<file path="src/design/suidset_pkg.sv">
// ----------------------------------------------------------------------------
// suidset_pkg
// Shared types, constants and controller/datapath interface structs for the
// sorted unique id set with FNV-1a 64 hash.
// ----------------------------------------------------------------------------
package suidset_pkg;

  // Table geometry
  localparam int CAPACITY = 256;
  localparam int ADDR_W   = $clog2(CAPACITY);
  localparam int CNT_W    = $clog2(CAPACITY + 1);

  // Fixed field widths
  localparam int ID_W     = 64;
  localparam int RIDX_W   = 8;
  localparam int COUNT_W  = 9;
  localparam int MAXE_W   = 9;
  localparam int STATUS_W = 3;

  localparam logic [MAXE_W-1:0] MAX_ENTRIES_RST = MAXE_W'(256);

  // FNV-1a 64: prime = 2^40 + 0x1B3
  localparam logic [63:0] FNV_BASIS    = 64'hCBF2_9CE4_8422_2325;
  localparam logic [8:0]  FNV_PRIME_LO = 9'h1B3;
  localparam int          FNV_PRIME_SH = 40;

  typedef enum logic [1:0] {
    REQ_ADD    = 2'd0,
    REQ_REPORT = 2'd1,
    REQ_READ   = 2'd2,
    REQ_CLEAR  = 2'd3
  } req_t;

  typedef enum logic [STATUS_W-1:0] {
    ST_INSERTED = 3'd0,
    ST_DUP      = 3'd1,
    ST_IGNORED  = 3'd2,
    ST_FULL     = 3'd3,
    ST_OK       = 3'd4,
    ST_BADIDX   = 3'd5
  } status_t;

  typedef enum logic [1:0] {
    RD_IDX   = 2'd0,
    RD_IDXM1 = 2'd1,
    RD_RIDX  = 2'd2
  } rd_sel_t;

  typedef enum logic [2:0] {
    IDX_HOLD = 3'd0,
    IDX_ZERO = 3'd1,
    IDX_HELD = 3'd2,
    IDX_INC  = 3'd3,
    IDX_DEC  = 3'd4
  } idx_op_t;

  typedef enum logic [3:0] {
    S_IDLE,
    S_DISPATCH,
    S_SCAN_RD,
    S_SCAN_CMP,
    S_DECIDE,
    S_SHIFT_CHK,
    S_SHIFT_WR,
    S_HASH_RD,
    S_HASH_LD,
    S_HASH_BYTE,
    S_READ_WAIT,
    S_FIN
  } state_t;

  typedef struct packed {
    logic    load_req;
    logic    rd_en;
    rd_sel_t rd_sel;
    logic    wr_en;
    logic    wr_id;      // 1: write the request id, 0: write read data (shift)
    idx_op_t idx_op;
    logic    pos_save;
    logic    held_inc;
    logic    held_clr;
    logic    st_load;
    status_t st_code;
    logic    entry_load;
    logic    hash_init;
    logic    word_load;
    logic    hash_step;
    logic    out_load;
  } dp_cmd_t;

  typedef struct packed {
    req_t req;
    logic ignored;
    logic idx_eq_held;
    logic idx_eq_pos;
    logic rd_lt_id;
    logic rd_eq_id;
    logic full;
    logic ridx_ok;
    logic byte_last;
  } dp_sts_t;

endpackage

</file>
<file path="src/design/suidset_ctrl.sv">
// ----------------------------------------------------------------------------
// suidset_ctrl
// Request sequencer: scan, shift-insert, hash walk, entry read and clear.
// ----------------------------------------------------------------------------
module suidset_ctrl
  import suidset_pkg::*;
(
  input  logic    clk,
  input  logic    rst,
  input  logic    in_valid,
  output logic    in_ready,
  output logic    out_valid,
  input  logic    out_ready,
  input  dp_sts_t sts,
  output dp_cmd_t cmd
);

  state_t state, state_next;
  logic   out_valid_next;
  logic   out_free;

  assign out_free = !out_valid || out_ready;

  always_ff @(posedge clk) begin
    if (rst) begin
      state     <= S_IDLE;
      out_valid <= 1'b0;
    end else begin
      state     <= state_next;
      out_valid <= out_valid_next;
    end
  end

  // Next state
  always_comb begin
    state_next = state;
    case (state)
      S_IDLE: begin
        if (in_valid) state_next = S_DISPATCH;
      end
      S_DISPATCH: begin
        case (sts.req)
          REQ_ADD:    state_next = sts.ignored ? S_FIN : S_SCAN_RD;
          REQ_REPORT: state_next = S_HASH_RD;
          REQ_READ:   state_next = sts.ridx_ok ? S_READ_WAIT : S_FIN;
          default:    state_next = S_FIN;
        endcase
      end
      S_SCAN_RD: begin
        state_next = sts.idx_eq_held ? S_DECIDE : S_SCAN_CMP;
      end
      S_SCAN_CMP: begin
        if (sts.rd_lt_id)      state_next = S_SCAN_RD;
        else if (sts.rd_eq_id) state_next = S_FIN;
        else                   state_next = S_DECIDE;
      end
      S_DECIDE: begin
        state_next = sts.full ? S_FIN : S_SHIFT_CHK;
      end
      S_SHIFT_CHK: begin
        state_next = sts.idx_eq_pos ? S_FIN : S_SHIFT_WR;
      end
      S_SHIFT_WR:  state_next = S_SHIFT_CHK;
      S_HASH_RD: begin
        state_next = sts.idx_eq_held ? S_FIN : S_HASH_LD;
      end
      S_HASH_LD:   state_next = S_HASH_BYTE;
      S_HASH_BYTE: begin
        if (sts.byte_last) state_next = S_HASH_RD;
      end
      S_READ_WAIT: state_next = S_FIN;
      S_FIN: begin
        if (out_free) state_next = S_IDLE;
      end
      default:     state_next = S_IDLE;
    endcase
  end

  // Outputs
  always_comb begin
    cmd            = '0;
    cmd.rd_sel     = RD_IDX;
    cmd.idx_op     = IDX_HOLD;
    cmd.st_code    = ST_OK;
    in_ready       = 1'b0;
    out_valid_next = out_valid && !out_ready;
    case (state)
      S_IDLE: begin
        in_ready     = 1'b1;
        cmd.load_req = in_valid;
      end
      S_DISPATCH: begin
        case (sts.req)
          REQ_ADD: begin
            cmd.idx_op  = IDX_ZERO;
            cmd.st_load = sts.ignored;
            cmd.st_code = ST_IGNORED;
          end
          REQ_REPORT: begin
            cmd.idx_op    = IDX_ZERO;
            cmd.hash_init = 1'b1;
            cmd.st_load   = 1'b1;
            cmd.st_code   = ST_OK;
          end
          REQ_READ: begin
            cmd.rd_en   = sts.ridx_ok;
            cmd.rd_sel  = RD_RIDX;
            cmd.st_load = 1'b1;
            cmd.st_code = sts.ridx_ok ? ST_OK : ST_BADIDX;
          end
          default: begin
            cmd.held_clr = 1'b1;
            cmd.st_load  = 1'b1;
            cmd.st_code  = ST_OK;
          end
        endcase
      end
      S_SCAN_RD: begin
        cmd.rd_en = !sts.idx_eq_held;
      end
      S_SCAN_CMP: begin
        if (sts.rd_lt_id) begin
          cmd.idx_op = IDX_INC;
        end else if (sts.rd_eq_id) begin
          cmd.st_load = 1'b1;
          cmd.st_code = ST_DUP;
        end
      end
      S_DECIDE: begin
        cmd.pos_save = 1'b1;
        cmd.idx_op   = IDX_HELD;
        cmd.st_load  = sts.full;
        cmd.st_code  = ST_FULL;
      end
      S_SHIFT_CHK: begin
        if (sts.idx_eq_pos) begin
          cmd.wr_en    = 1'b1;
          cmd.wr_id    = 1'b1;
          cmd.held_inc = 1'b1;
          cmd.st_load  = 1'b1;
          cmd.st_code  = ST_INSERTED;
        end else begin
          cmd.rd_en  = 1'b1;
          cmd.rd_sel = RD_IDXM1;
        end
      end
      S_SHIFT_WR: begin
        cmd.wr_en  = 1'b1;
        cmd.idx_op = IDX_DEC;
      end
      S_HASH_RD: begin
        cmd.rd_en = !sts.idx_eq_held;
      end
      S_HASH_LD: begin
        cmd.word_load = 1'b1;
      end
      S_HASH_BYTE: begin
        cmd.hash_step = 1'b1;
        if (sts.byte_last) cmd.idx_op = IDX_INC;
      end
      S_READ_WAIT: begin
        cmd.entry_load = 1'b1;
      end
      S_FIN: begin
        if (out_free) begin
          cmd.out_load   = 1'b1;
          out_valid_next = 1'b1;
        end
      end
      default: begin
        cmd = '0;
      end
    endcase
  end

endmodule

</file>
<file path="config.mk">
export PLATFORM = sky130hd
export DESIGN_NAME = suidset_ctrl
export DESIGN_NICKNAME = d
export VERILOG_FILES = /design/src/design/suidset_pkg.sv /design/src/design/suidset_ctrl.sv
export SDC_FILE = /design/constraint.sdc
export NUM_CORES = 1
export LEC_CHECK = 0
export BUFFER_PORTS_ARGS = -buffer_cell sky130_fd_sc_hd__buf_2
export CORE_MARGIN = 2
export CORE_UTILIZATION = 49
export DETAILED_ROUTE_END_ITERATION = 10
export GPL_ROUTABILITY_DRIVEN = 0
export PLACE_DENSITY = 0.84
export SLEW_MARGIN = 30
export SYNTH_ARGS = -nofsm -noshare
export SYNTH_HDL_FRONTEND = slang
export SYNTH_SLANG_ARGS = --single-unit
</file>
<file path="constraint.sdc">
create_clock -name clk -period 2.39 [get_ports clk]
set_input_delay 0.478 -clock clk [delete_from_list [all_inputs] [get_ports clk]]
set_output_delay 0.478 -clock clk [all_outputs]
set_load 0.05 [all_outputs]
</file>
Word-level counts from Yosys, hierarchy flattened
Cells that the tools add are included.
{"block": "word_totals", "ff_bits": 5, "in_bits": 14, "out_inout_bits": 23}
{"block": "op_classes", "n_eq_ne": 16, "n_mux": 46, "n_reduce_logical": 12}
{"cell": "$pmux W4 S12", "count": 1}
{"cell": "$mux W4", "count": 11}
{"cell": "$mux W1", "count": 20}
{"cell": "$pmux W4 S5", "count": 1}
{"cell": "$eq A4 B3 Y1 const B", "count": 4}
{"cell": "$eq A4 B4 Y1 const B", "count": 4}
{"cell": "$pmux W3 S5", "count": 1}
{"cell": "$pmux W4 S3", "count": 1}
{"cell": "$mux W3", "count": 3}
{"cell": "$eq A4 B2 Y1 const B", "count": 2}
{"cell": "$mux W2", "count": 4}
{"cell": "$pmux W4 S2", "count": 1}
{"cell": "$reduce_or A8 Y1", "count": 1}
{"cell": "$ne A2 B2 Y1 const B", "count": 3}
{"cell": "$eq A4 B1 Y1 const B", "count": 1}
{"cell": "$logic_not A4 Y1", "count": 1}
{"cell": "$pmux W2 S2", "count": 1}
{"cell": "$reduce_or A2 Y1", "count": 2}
{"cell": "$logic_not A1 Y1", "count": 3}
{"cell": "$pmux W1 S3", "count": 1}
{"cell": "$reduce_and A3 Y1", "count": 1}
{"cell": "$reduce_or A3 Y1", "count": 1}
{"cell": "$eq A2 B1 Y1 const B", "count": 1}
{"cell": "$eq A2 B2 Y1 const B", "count": 1}
{"cell": "4 further kinds", "count": 4}

Longest topological paths before layout
{"block": "logic_depth", "ltp_word": 4, "ltp_mapped": 6, "ltp_nobuf": 4}

Least setup slack after synthesis
OpenSTA, ideal clock, no wires.
{"block": "synth_path", "path_type": "register -> output", "startpoint": "register state[1]", "endpoint": "output cmd[5] in the netlist's numbering", "path_buffers": 1, "stages_incl_launch_ff": 5, "arrival_time_ns": 2.766, "required_time_ns": 1.912, "path_slack_ns": -0.854, "cell_sequence": "dfxtp_1 -> buf_2 -> nor4b_1 -> nand2_1 -> o311ai_0"}
{"element": "start: declaration", "line_no": "suidset_ctrl.sv:18", "text": "state_t state, state_next;"}
{"element": "start signal: assignment", "line_no": "suidset_ctrl.sv:29", "text": "state <= state_next;"}
{"element": "end: declaration", "line_no": "suidset_ctrl.sv:15", "text": "output dp_cmd_t cmd"}

==> qor.csv <==
metric,value,unit
synth_top_area_cell,dfxtp_1,
fp.dieW,44.0,um
drt_iter0_drc,54,
crit_fanout,15,
p_leak,0.460,nW
hold_class,in2reg,
numCtsBuffers,3,
outcome,finished clean,
worst_pin_slew,384,ps
track_usage,0.253,
clock_path_buffers,2,
avgSynthCellArea,6.66,sq um
postRouteWirelength,2400,um
cts_hold_buf,0,
hold_viol,0,
fin_crit,2240,ps
synth_area,786,sq um
cts.htree.levels,1,
maxCapViolations,0,
irDropWorstVdd,0.000720,V
finClkSkew,2.88,ps
max_freq,446,MHz
cts-root-buf,clkbuf_4,
wl_per_cell,14.4,um
vias,1043,
dp_hpwl,1770,um
setup_tns,0,ps
drive_gt1_frac,0.384,
drv_slew,0,
ys_seq_area_frac,0.127,
cp_data_arrival_time,1760,ps
syn-num-nets,132,
finalPower,1.36,mW
antenna_left,0,
grt_pass1_vias,829,
powerDensity,1350,nW/um^2
rows,14,
worstSkewPairLatency,250,ps
grt_first_pass_wirelength,3690,um
boundaryPins,37,
core,1510,sq um
antenna_cells,0,
rsz0062_at_grt,no,
cp.required,1910,ps
dieHeight,44.0,um
synthTopCellsByCount,"nand2_1 (11), nor2_1 (10), buf_2 (8), nor3_1 (8), o21ai_0 (8)",
drc,0,
synth.most_common_cell,nand2_1,
nNetsFinal,166,
io_buffer_count,36,
dp_slack,288,ps
path_class,reg2out,
end_kind,primary output,
dieArea,1940,sq um
start_util,0.522,
synth_edf_count,0,
numClockSinks,5,
first_pass_iters,4,
antenna_found_initial,0,
post_synth_num_cell_types,45,
slew_headroom,0.737,
cts_tree,done,
synth.top_cell.area_share,0.127,
async_reset_ff_frac,0,
syn2layout_area_growth,28.2,%
synth-seq-cells,5,
finalCritPeriodShare,0.938,
setup_viol,0,
worstSetupStartpointType,register,
synth.area.top_cells,"dfxtp_1 (13%), nand2_1 (5.3%), buf_2 (5.1%), nor3_1 (5.1%), o21ai_0 (5.1%)",
clk_pin_slew,40,ps
setup_slack,147,ps
grt_overflow,0,
vias_per_cell,6.25,
ys.flop_type,dfxtp_1,
grt_max_degree,17,
synthCells,118,
yosys_warnings,0,
## metal layers
metal,vias to the layer above,track usage,share of wire
li1,504,-,-
met1,464,0.349,0.41
met2,68,0.385,0.48
met3,7,0.0245,0.089
met4,0,0.139,0.021
met5,-,0,0
## worst paths after layout
check             from         to  slack (ps)  cells past startpoint
max reg2reg   state[0]   state[0]         700                      5
min                rst   state[2]         450                      2
min reg2reg  out_valid  out_valid         680                      3
max           state[1]     cmd[3]         150                      3
## metrics by stage
stage	std cells	hold slack [ps]	cell area, sq um	utilization
finish	167	447	1010	0.669
floorplan	118	543	796	-
detailed placement	163	671	967	0.642
CTS	167	443	993	0.659
global placement	163	670	967	0.642
global route	167	455	1010	0.669
## cell usage in the layout (no fill, tap or decap), types with 3 or more instances in the layout
cell type / Yosys / routed
a21o_1: 3 / 3
buf_2: 8 / 35
o21ai_0: 8 / 6
nand2_1: 11 / 11
o21ai_1: 1 / 3
inv_1: 6 / 6
mux2i_1: 3 / 3
nor2_1: 10 / 10
clkbuf_4: 0 / 4
nor2b_1: 6 / 6
nor3_1: 8 / 7
dfxtp_2: 0 / 4
buf_4: 1 / 3
a21oi_1: 6 / 6
nand2b_1: 5 / 5
## where the power goes
group          internal (mW)  leakage (nW)  switching (mW)
sequential             0.118        0.0424           0.100
combinational          0.322         0.403           0.718
clock                 0.0632        0.0150          0.0366
## area by class of cell
| cell class | count | area [sq um] |
|---|---|---|
| inverter | 7 | 26.3 |
| fill | 135 | 499 |
| multi-input combinational | 96 | 624 |
| tap | 16 | 20.0 |
| timing repair buffer | 39 | 205 |
| sequential | 5 | 105 |
| clock buffer | 4 | 26.3 |
## logic make-up (layout without fill, tap and decap cells)
logic type,after synthesis,in the layout,synth area share
simple gates,54,54,0.385
compound gates,39,39,0.350
buf+inv,17,50,0.0987
flops,5,5,0.127
mux,3,3,0.0382
## state kept, by name (all words and copies together) (netlist names)
| register | cells |
|---|---|
| state | 4 |
| out_valid | 1 |
## what timing repair did
action,in CTS,in global routing
buffers inserted,0,0
gates resized for setup,0,6
setup endpoints to repair,0,6
## worst max-delay path: stages, from the launching register on
cell and delay [ps]:
dfxtp_2 390, or4b_4 610, nor3b_4 240, clkbuf_4 270
Power figures use the tool's default switching activity.
